$ cat config.mk
export PLATFORM = sky130hd
export DESIGN_NAME = vram_block_dma_controller
export DESIGN_NICKNAME = d
export VERILOG_FILES = /design/src/hdl/vbdma_pkg.sv /design/src/hdl/vbdma_core.sv /design/src/hdl/vram_block_dma_controller.sv
export VERILOG_INCLUDE_DIRS = /design/src /design/src/hdl
export SDC_FILE = /design/constraint.sdc
export NUM_CORES = 1
export LEC_CHECK = 0
export BUFFER_PORTS_ARGS = -buffer_cell sky130_fd_sc_hd__clkbuf_2
export CAP_MARGIN = 15
export CORE_MARGIN = 5
export CORE_UTILIZATION = 40
export CTS_CLUSTER_SIZE = 24
export DETAILED_ROUTE_END_ITERATION = 6
export PLACE_DENSITY_LB_ADDON = 0.1
export SLEW_MARGIN = 5
export SYNTH_ARGS = -nofsm -noshare
export SYNTH_HDL_FRONTEND = slang
export SYNTH_SLANG_ARGS = --single-unit
$ cat constraint.sdc
create_clock -name clk -period 3.44 [get_ports clk]
set_clock_uncertainty 0.05 [all_clocks]
set_input_delay 0.688 -clock clk [delete_from_list [all_inputs] [get_ports clk]]
set_output_delay 0.688 -clock clk [all_outputs]
set_load 0.01 [all_outputs]
$ cat src/hdl/vram_block_dma_controller_macros.svh
// Assertion macros used by the video-memory block DMA controller top level.
`ifndef VRAM_BLOCK_DMA_CONTROLLER_MACROS_SVH
`define VRAM_BLOCK_DMA_CONTROLLER_MACROS_SVH

// Same-cycle implication, sampled on clk and disabled while rst is high.
`define VBDMA_ASSERT_NOW(label, ante, cons) \
  label: assert property (@(posedge clk) disable iff (rst) (ante) |-> (cons)) \
    else $error("vbdma same-cycle check failed");

// Next-cycle implication, sampled on clk and disabled while rst is high.
`define VBDMA_ASSERT_NEXT(label, ante, cons) \
  label: assert property (@(posedge clk) disable iff (rst) (ante) |=> (cons)) \
    else $error("vbdma next-cycle check failed");

`endif

$ cat src/hdl/vbdma_pkg.sv
// Types, codes and constants of the video-memory block DMA controller.
package vbdma_pkg;

  typedef enum logic [1:0] {
    OP_ADDR_WRITE = 2'd0,
    OP_CTRL_WRITE = 2'd1,
    OP_REG_READ   = 2'd2,
    OP_LINE_EVENT = 2'd3
  } opcode_t;

  // Register numbers on the address write and readback paths.
  localparam logic [2:0] REG_SRC_HI    = 3'd1;
  localparam logic [2:0] REG_SRC_LO    = 3'd2;
  localparam logic [2:0] REG_DEST_HI   = 3'd3;
  localparam logic [2:0] REG_DEST_LO   = 3'd4;
  localparam logic [2:0] REG_READ_LAST = 3'd5;

  localparam logic [15:0] DEST_RESET     = 16'h8000;
  localparam logic [15:0] SRC_LINE_GAP   = 16'h8000;
  localparam logic [15:0] SRC_LINE_JUMP  = 16'hA000;
  localparam logic [15:0] DEST_LINE_END  = 16'hA000;
  localparam logic [15:0] BLOCK_STEP     = 16'h0010;
  localparam logic [7:0]  SRC_HI_BAD_LO  = 8'h80;
  localparam logic [7:0]  SRC_HI_BAD_HI  = 8'h9F;
  localparam logic [7:0]  BYTE_ALL_ONES  = 8'hFF;
  localparam logic [11:0] LINE_LENGTH    = 12'h010;
  localparam logic [13:0] LINE_STALL_DS  = 14'd68;
  localparam logic [13:0] LINE_STALL_SS  = 14'd36;
  localparam logic [13:0] GEN_STALL_DS   = 14'd8;
  localparam logic [13:0] GEN_STALL_SS   = 14'd4;

  typedef struct packed {
    opcode_t    opcode;
    logic [2:0] reg_index;
    logic [7:0] write_data;
    logic       in_hblank;
    logic       double_speed;
  } item_t;

  typedef struct packed {
    logic        copy_valid;
    logic [15:0] copy_source;
    logic [15:0] copy_dest;
    logic [11:0] copy_length;
    logic [13:0] stall_cycles;
    logic [7:0]  read_data;
  } result_t;

  typedef struct packed {
    logic [15:0]     source_address;
    logic [15:0]     dest_address;
    logic            line_mode_enabled;
    logic [4:0][7:0] readback_bytes;
  } state_t;

endpackage

$ cat src/hdl/vbdma_core.sv
// Next-state and result logic for one controller item.
module vbdma_core
  import vbdma_pkg::*;
(
  input  state_t  st,
  input  item_t   item,
  output state_t  st_next,
  output result_t res
);

  logic [15:0] src_step;
  logic [15:0] dest_step;
  logic [7:0]  n_plus;
  logic [11:0] gen_len;
  logic [13:0] gen_stall;
  logic [7:0]  count_base;
  logic [7:0]  count_dec;
  logic [2:0]  rd_idx;
  logic        do_line;
  logic [7:0]  src_hi;

  // Address advance for one line block, with the wrap and jump rules.
  always_comb begin
    src_step  = st.source_address + BLOCK_STEP;
    dest_step = st.dest_address + BLOCK_STEP;
    if (src_step == SRC_LINE_GAP) begin
      src_step = SRC_LINE_JUMP;
    end
    if (dest_step == DEST_LINE_END) begin
      dest_step = DEST_RESET;
    end
  end

  // General copy length and stall from the block count in the control byte.
  assign n_plus    = {1'b0, item.write_data[6:0]} + 8'd1;
  assign gen_len   = {n_plus, 4'b0000};
  assign gen_stall = item.double_speed ? ({n_plus, 6'b000000} + GEN_STALL_DS)
                                       : ({1'b0, n_plus, 5'b00000} + GEN_STALL_SS);
  assign rd_idx    = item.reg_index - 3'd1;
  assign src_hi    = ((item.write_data >= SRC_HI_BAD_LO) && (item.write_data <= SRC_HI_BAD_HI))
                     ? 8'h00 : item.write_data;

  // Operation decode and state update.
  always_comb begin
    st_next    = st;
    res        = '0;
    do_line    = 1'b0;
    count_base = st.readback_bytes[4];
    unique case (item.opcode)
      OP_ADDR_WRITE: begin
        unique case (item.reg_index)
          REG_SRC_HI: begin
            st_next.source_address = {src_hi, st.source_address[7:4], 4'h0};
          end
          REG_SRC_LO: begin
            st_next.source_address = {st.source_address[15:8], item.write_data[7:4], 4'h0};
          end
          REG_DEST_HI: begin
            st_next.dest_address = {3'b100, item.write_data[4:0], st.dest_address[7:4], 4'h0};
          end
          REG_DEST_LO: begin
            st_next.dest_address = {3'b100, st.dest_address[12:8], item.write_data[7:4], 4'h0};
          end
          default: begin
          end
        endcase
      end
      OP_CTRL_WRITE: begin
        if (st.line_mode_enabled) begin
          if (item.write_data[7]) begin
            st_next.readback_bytes[4] = {1'b0, item.write_data[6:0]};
          end else begin
            st_next.readback_bytes[4] = BYTE_ALL_ONES;
            st_next.line_mode_enabled = 1'b0;
          end
        end else if (item.write_data[7]) begin
          st_next.line_mode_enabled = 1'b1;
          st_next.readback_bytes[4] = {1'b0, item.write_data[6:0]};
          count_base                = {1'b0, item.write_data[6:0]};
          do_line                   = item.in_hblank;
        end else begin
          res.copy_valid         = 1'b1;
          res.copy_source        = {st.source_address[15:4], 4'h0};
          res.copy_dest          = {3'b100, st.dest_address[12:4], 4'h0};
          res.copy_length        = gen_len;
          res.stall_cycles       = gen_stall;
          st_next.source_address = st.source_address + {4'h0, gen_len};
          st_next.dest_address   = st.dest_address + {4'h0, gen_len};
          st_next.readback_bytes = {5{BYTE_ALL_ONES}};
        end
      end
      OP_REG_READ: begin
        if ((item.reg_index != 3'd0) && (item.reg_index <= REG_READ_LAST)) begin
          res.read_data = st.readback_bytes[rd_idx];
        end else begin
          res.read_data = BYTE_ALL_ONES;
        end
      end
      OP_LINE_EVENT: begin
        do_line = st.line_mode_enabled;
      end
      default: begin
      end
    endcase

    // Block count after one line block.
    count_dec = count_base - 8'd1;

    // One 16-byte line block, shared by the arm path and the line event.
    if (do_line) begin
      res.copy_valid            = 1'b1;
      res.copy_source           = {st.source_address[15:4], 4'h0};
      res.copy_dest             = {3'b100, st.dest_address[12:4], 4'h0};
      res.copy_length           = LINE_LENGTH;
      res.stall_cycles          = item.double_speed ? LINE_STALL_DS : LINE_STALL_SS;
      st_next.source_address    = src_step;
      st_next.dest_address      = dest_step;
      st_next.readback_bytes[0] = src_step[15:8];
      st_next.readback_bytes[1] = src_step[7:0];
      st_next.readback_bytes[2] = dest_step[15:8];
      st_next.readback_bytes[3] = dest_step[7:0];
      st_next.readback_bytes[4] = count_dec;
      if (count_dec == BYTE_ALL_ONES) begin
        st_next.line_mode_enabled = 1'b0;
      end
    end
  end

endmodule

$ cat src/hdl/vram_block_dma_controller.sv
// Top level of the video-memory block DMA controller.
//
// Items come in on the input channel (in_valid / in_stall): address register
// writes, control writes, register reads and blanking line events. Every item
// gives exactly one result on the output channel (out_valid / out_stall):
// a copy request (copy_valid, source, destination, length, stall cycles) and
// a readback byte for register reads.
// An accepted item lands in the input register; when the result register is
// free, the core logic updates the controller state and loads the result
// register, which raises out_valid. The block takes one item every cycle
// while the receiver does not stall; the combinational core update sets that rate.
// Reset clears both pipeline registers and puts the state at its reset
// values: source 0, destination 0x8000, line mode off, readback bytes 0xFF.
// While the receiver stalls, the result register holds its item; the input
// register still fills once, and in_stall rises when it is full and the
// result cannot move on.
module vram_block_dma_controller
  import vbdma_pkg::*;
(
  input  logic        clk,
  input  logic        rst,
  input  logic        in_valid,
  output logic        in_stall,
  input  logic [1:0]  opcode,
  input  logic [2:0]  reg_index,
  input  logic [7:0]  write_data,
  input  logic        in_hblank,
  input  logic        double_speed,
  output logic        out_valid,
  input  logic        out_stall,
  output logic        copy_valid,
  output logic [15:0] copy_source,
  output logic [15:0] copy_dest,
  output logic [11:0] copy_length,
  output logic [13:0] stall_cycles,
  output logic [7:0]  read_data
);

`include "vram_block_dma_controller_macros.svh"

  logic    s1_valid;
  item_t   s1_item;
  logic    out_block;
  logic    s1_fire;
  state_t  st;
  state_t  st_next;
  result_t res;
  result_t out_res;

  assign out_block = out_valid && out_stall;
  assign s1_fire   = s1_valid && !out_block;
  assign in_stall  = s1_valid && out_block;

  // Input register.
  always_ff @(posedge clk) begin
    if (rst) begin
      s1_valid <= 1'b0;
    end else if (!in_stall) begin
      s1_valid <= in_valid;
    end
  end

  always_ff @(posedge clk) begin
    if (in_valid && !in_stall) begin
      s1_item <= '{opcode: opcode_t'(opcode), reg_index: reg_index,
                   write_data: write_data, in_hblank: in_hblank,
                   double_speed: double_speed};
    end
  end

  vbdma_core u_core (
    .st      (st),
    .item    (s1_item),
    .st_next (st_next),
    .res     (res)
  );

  // Controller state, updated when an item leaves the input register.
  always_ff @(posedge clk) begin
    if (rst) begin
      st.source_address    <= 16'h0000;
      st.dest_address      <= DEST_RESET;
      st.line_mode_enabled <= 1'b0;
      st.readback_bytes    <= {5{BYTE_ALL_ONES}};
    end else if (s1_fire) begin
      st <= st_next;
    end
  end

  // Result register.
  always_ff @(posedge clk) begin
    if (rst) begin
      out_valid <= 1'b0;
    end else if (!out_block) begin
      out_valid <= s1_valid;
    end
  end

  always_ff @(posedge clk) begin
    if (s1_fire) begin
      out_res <= res;
    end
  end

  assign copy_valid   = out_res.copy_valid;
  assign copy_source  = out_res.copy_source;
  assign copy_dest    = out_res.copy_dest;
  assign copy_length  = out_res.copy_length;
  assign stall_cycles = out_res.stall_cycles;
  assign read_data    = out_res.read_data;

  // Internal consistency checks.
  `VBDMA_ASSERT_NOW(a_idle_result_clear, out_valid && !copy_valid, copy_length == 12'd0 && stall_cycles == 14'd0)
  `VBDMA_ASSERT_NOW(a_copy_dest_in_vram, out_valid && copy_valid, copy_dest[15:13] == 3'b100)
  `VBDMA_ASSERT_NOW(a_copy_len_blocks, out_valid && copy_valid, copy_length[3:0] == 4'h0 && copy_length != 12'd0)
  `VBDMA_ASSERT_NOW(a_stall_needs_full, in_stall, s1_valid && out_valid)
  `VBDMA_ASSERT_NEXT(a_fire_fills_out, s1_fire, out_valid)

endmodule

==> Yosys cells after proc, flatten, opt, wreduce, memory -nomap -nowiden <==
Cells that the tools add are included.
{ "classes": {"addsub": 9, "reduce_logical": 22, "order_cmp": 4, "n_eq_ne": 24, "mux": 30, "n_bitwise": 1} }
{ "ops": {"columns": ["cell", "count"], "rows": [
  ["$mux 59", 3],
  ["$mux 32", 4],
  ["$mux 73", 1],
  ["$pmux 16 s2", 2],
  ["$pmux 32 s2", 1],
  ["$mux 58", 1],
  ["$mux 8", 7],
  ["$mux 41", 1],
  ["$add 16x12->16", 2],
  ["$add 16x5->16 const B", 2],
  ["$eq 16x16->1 const B", 2],
  ["$mux 16", 2],
  ["$bmux 8 s3", 1],
  ["$ne 3x2->1 const B", 8],
  ["$reduce_and 6->1", 4],
  ["$add 13x3->14 const B", 1],
  ["$add 14x4->14 const B", 1],
  ["$mux 14", 1],
  ["$reduce_and 5->1", 2],
  ["$add 7x1->8 const B", 1],
  ["$eq 8x8->1 const B", 1],
  ["$ge 8x8->1 const B", 1],
  ["$le 8x8->1 const B", 1],
  ["$sub 8x1->8 const B", 1],
  ["other kinds (25)", 39]
]} }
{ "word_totals": {"reg_bits": 157, "input_bits": 19, "output_inout_bits": 69} }

==> Logic depth before layout (Yosys ltp) <==
{ "logic_depth": {"word_depth": 7, "ltp_mapped": 13, "depth_no_buf": 12} }

==> Cells and area by module <==
A second synthesis with hierarchy kept.
{ "hier_totals": {"hier_cells": 1130, "area_unflattened_um2": 10137.2} }
{ "by_module_without_submodules": {"columns": ["mod", "area_per_inst_um2", "n_inst", "cells_per_inst"], "rows": [
  ["vram_block_dma_controller", 5666.7, 1, 408],
  ["vbdma_core", 4470.5, 1, 722]
]} }

==> Least setup slack after synthesis <==
OpenSTA, ideal clock, no wires.
{ "synth_timing": {"path_kind": "input-to-reg", "startpoint": "input out_stall", "endpoint": "register, netlist name st[0]", "n_path_buf": 2, "t_arrival_ps": 3385, "setup_slack_ps": -128, "setup_time_ps": 132, "stages": 10, "path_cell_list": "nand2_1 nand2_1 clkinv_1 o211ai_1 nand2b_1 clkbuf_1 nand2_1 clkbuf_1 nor2_1 a21oi_1"} }
{ "synth_via": {"elab_chain_len": 4} }
{ "synth_lines": {"columns": ["element", "line_no", "rtl"], "rows": [
  ["from (decl)", "vram_block_dma_controller.sv:30", "input logic out_stall,"],
  ["$logic_and 1x1->1", "vram_block_dma_controller.sv:50", "assign out_block = out_valid && out_stall;"],
  ["$logic_not 1->1", null, null],
  ["$logic_and 1x1->1", "vram_block_dma_controller.sv:51", "assign s1_fire = s1_valid && !out_block;"],
  ["via s1_fire", "vram_block_dma_controller.sv:44", "logic s1_fire;"],
  ["$reduce_and 4->1 (no source line)", null, null]
]} }
The timed path passes the listed nets, and every way through them passes these cells.
A chain may end at the register's enable or synchronous reset.

==> Final worst setup path <==
{ "layout_timing": {"startpoint": "register s1_item[2] (netlist bit)", "endpoint": "register, netlist name st[53]"} }
{ "layout_via": {"elab_chain_len": 6} }
{ "layout_lines": {"columns": ["element", "line_no", "rtl"], "rows": [
  ["from (decl)", "vram_block_dma_controller.sv:42", "item_t s1_item;"],
  ["from (signal assigned)", "vram_block_dma_controller.sv:65", "s1_item <= '{opcode: opcode_t'(opcode), reg_index: reg_index,"],
  ["$add 7x1->8", "vbdma_core.sv:35", "assign n_plus = {1'b0, item.write_data[6:0]} + 8'd1;"],
  ["via u_core.n_plus[2]", "vbdma_core.sv:13", "logic [7:0] n_plus;"],
  ["$add 16x12->16", "vbdma_core.sv:88", "st_next.dest_address = st.dest_address + {4'h0, gen_len};"],
  ["$mux 32", "vbdma_core.sv:76", "end else if (item.write_data[7]) begin"],
  ["$mux 32", "vbdma_core.sv:69", "if (st.line_mode_enabled) begin"],
  ["$pmux 32 s2", "vbdma_core.sv:49", "unique case (item.opcode)"],
  ["$mux 73", "vbdma_core.sv:110", "if (do_line) begin"]
]} }
The timed path passes the listed nets, and every way through them passes these cells. The select of a mux whose other input is x is not followed.

==> impl_metrics.json <==
{
  "fin_tns_setup_ns": 0,
  "synth_fa_ha_area_share_pct": 5.11,
  "finalCoreUtilization_pct": 46.6,
  "post-cts-setup-buffer-count": 0,
  "synth_xor_area_share_pct": 4.10,
  "antenna_found_initial": 1,
  "tightest_slew_ns": 0.713,
  "syn_area_per_cell_um2": 9.03,
  "cts_tree": "built",
  "place_congestion": 0.912,
  "hold_path_class": "primary input to register",
  "io_pins": 88,
  "finalHoldViolations": 0,
  "fmax_mhz": 319,
  "die_x_um": 152,
  "synthesis.area_mm2": 0.00812,
  "synth_seq_area_share_pct": 42.2,
  "r2r_start": "s1_item[2]",
  "synth_warnings": 0,
  "synth_edf_count": 64,
  "antenna_cells": 0,
  "die_height_um": 152,
  "setup_viol": 0,
  "setup_ws_ns": 0.300,
  "grt_usage_pct": 21.3,
  "synth-simple-area-share_pct": 19.4,
  "portBuffers": 70,
  "start_kind": "register",
  "end_kind": "register",
  "design_area_mm2": 0.00937,
  "grt_max_degree": 47,
  "p_leak_nw": 3.55,
  "vdd_drop_max_v": 0.000337,
  "power_density_mw_per_mm2": 441,
  "synth_compound_area_share_pct": 19.1,
  "timing.rr.end": "st[53]",
  "cts-buffers-inserted": 17,
  "overflow": 0,
  "grt_pass1_wl_um": 39200,
  "period_needed_ns": 3.14,
  "drc_errors": 0,
  "netlist_instances": 899,
  "min_delay_worst_endpoint": "s1_item[11]",
  "die_area_mm2": 0.0233,
  "initial_utilization_pct": 40.4,
  "async_flop_share_pct": 0,
  "post_drt_wl_per_cell_um": 20.1,
  "grt_pass1_vias": 6683,
  "holdCritStartpoint": "reg_index[1]",
  "root_buffer": "clkbuf_16",
  "yosys.cell_types.count": 78,
  "fin_nets": 1021,
  "dpl.cell_count": 1221,
  "worstPathArrival_ns": 3.44,
  "dr.pass1.iters": 5,
  "synthMuxAreaShare_pct": 4.27,
  "final_cells": 1253,
  "vias": 7037,
  "grt_setup_unrepaired": "no",
  "drive_gt1_share_pct": 17.0,
  "regToRegSetupSlack_ns": 0.30,
  "required_ns": 3.74,
  "timing.final.crit_share_pct": 91.3,
  "synth_top_family_by_area": "simple AND/OR/NAND/NOR gates",
  "synth_top_flop_cell": "dfxtp_1",
  "layout_commonest_cell": "nor2_1",
  "cp_max_fo": 6,
  "path_clk_slew_ns": 0.07,
  "cts.path.max_buffers": 2,
  "maxCapViolations": 0,
  "drt-initial-drc-count": 754,
  "wl_um": 25100,
  "cts_resized": 0,
  "layout_common_cells": "94 x nor2_1, 86 x nand2_1, 75 x dfxtp_1, 71 x clkbuf_2, 64 x edfxtp_1",
  "dpl_cell_area_mm2": 0.00880,
  "rows": 52,
  "drv_slew": 0,
  "area_growth_pct": 15.3,
  "core-area_mm2": 0.0201,
  "status": "complete, no violations",
  "yosys_register_bits": 139,
  "path_class": "register to register",
  "maxSlewHeadroom_pct": 52.3,
  "pre_cts_ws_ns": 0.257,
  "min_path_cells": 1,
  "cts_hold_buf": 0,
  "clk_latency_ns": 0.42,
  "cts_max_level": 4,
  "r2r_cells": 11,
  "hpwl_um": 18500,
  "postRouteAntennaNets": 0,
  "cts.sinks": 139,
  "detail_route.vias_per_cell": 5.62
}
[per-layer routing]
metal / vias to the layer above / GRT usage [%] / share of wire (%)
li1: 3380 / - / -
met1: 3328 / 29.8 / 45
met2: 277 / 32.5 / 45
met3: 50 / 5.14 / 7.0
met4: 2 / 7.30 / 2.6
met5: - / 0 / 0.028
[flip-flops by register name, summed over array words and instances (netlist names)]
register and count:
read_data 8, s1_item 15, copy_length 8, copy_source 12, stall_cycles 11, out_valid 1
st 73, copy_dest 9, s1_valid 1, copy_valid 1
[where the power goes]
group | internal, W | leakage [nW] | switching (W)
Clock | 0.00102 | 0.279 | 0.000761
Combinational | 0.000180 | 2.06 | 0.000309
Sequential | 0.00180 | 1.22 | 0.0000628
[how the worst max path moves through the flow]
| stage | endpoint | startpoint |
|---|---|---|
| 3_3_place_gp | st[53] | s1_item[2] |
| 3_5_place_dp | st[53] | s1_item[3] |
| 5_1_grt | st[38] | st[40] |
| 2_1_floorplan | st[38] | s1_item[14] |
| 6_report | st[53] | s1_item[2] |
| 4_1_cts | st[53] | s1_item[3] |
[through the flow]
step	power [W]	hold WS, ns
2_1_floorplan	0.00221	0.388
3_3_place_gp	0.00238	0.410
3_5_place_dp	0.00238	0.418
4_1_cts	0.00416	0.369
5_1_grt	0.00430	0.369
6_report	0.00413	0.385
[cell families (layout without fill, tap and decap cells)]
group	after synthesis	in the layout
adders and majority gates	32	32
xor gates and xnor gates	38	38
and+or+nand+nor	322	322
muxes	24	24
DFF	139	139
other	1	17
buffers and inverters	100	168
AOI/OAI and AO/OA	243	243
[area by class of cell]
class	instances	area, um2
multi-input combinational	676	4300
fill	1962	10700
sequential	139	3420
tap	270	338
clock buffer	21	484
inverter	27	103
timing repair buffer	109	643
clock inverter	11	78.8
[cell usage after synthesis, drive strengths merged, types with 11 or more instances]
cell type  instances  area share (%)
nor2              94             4.3
nand2             86             4.0
dfxtp             75              18
o21ai             66             4.1
edfxtp            64              24
a21oi             60             3.7
clkbuf            41             1.9
buf               32             2.6
ha                30             4.6
nand3             29             1.8
a31oi             27             2.1
inv               26             1.2
a211oi            23             2.1
nor2b             22             1.7
xnor2             22             2.4
nor3              21             1.3
xor2              16             1.7
and2              15             1.2
mux2i             11             1.4
[critical path, cell delays in order (launching register included)]
cell      delay [ns]
edfxtp_1        0.47
ha_1            0.27
xnor2_1         0.25
inv_1           0.14
ha_1            0.36
nor2b_1         0.15
o21ai_0         0.11
a21boi_1        0.29
o21ai_0         0.13
a211o_1         0.31
or4_1           0.40
a31oi_1         0.13
Note: power is estimated with default switching activity, not from simulation.
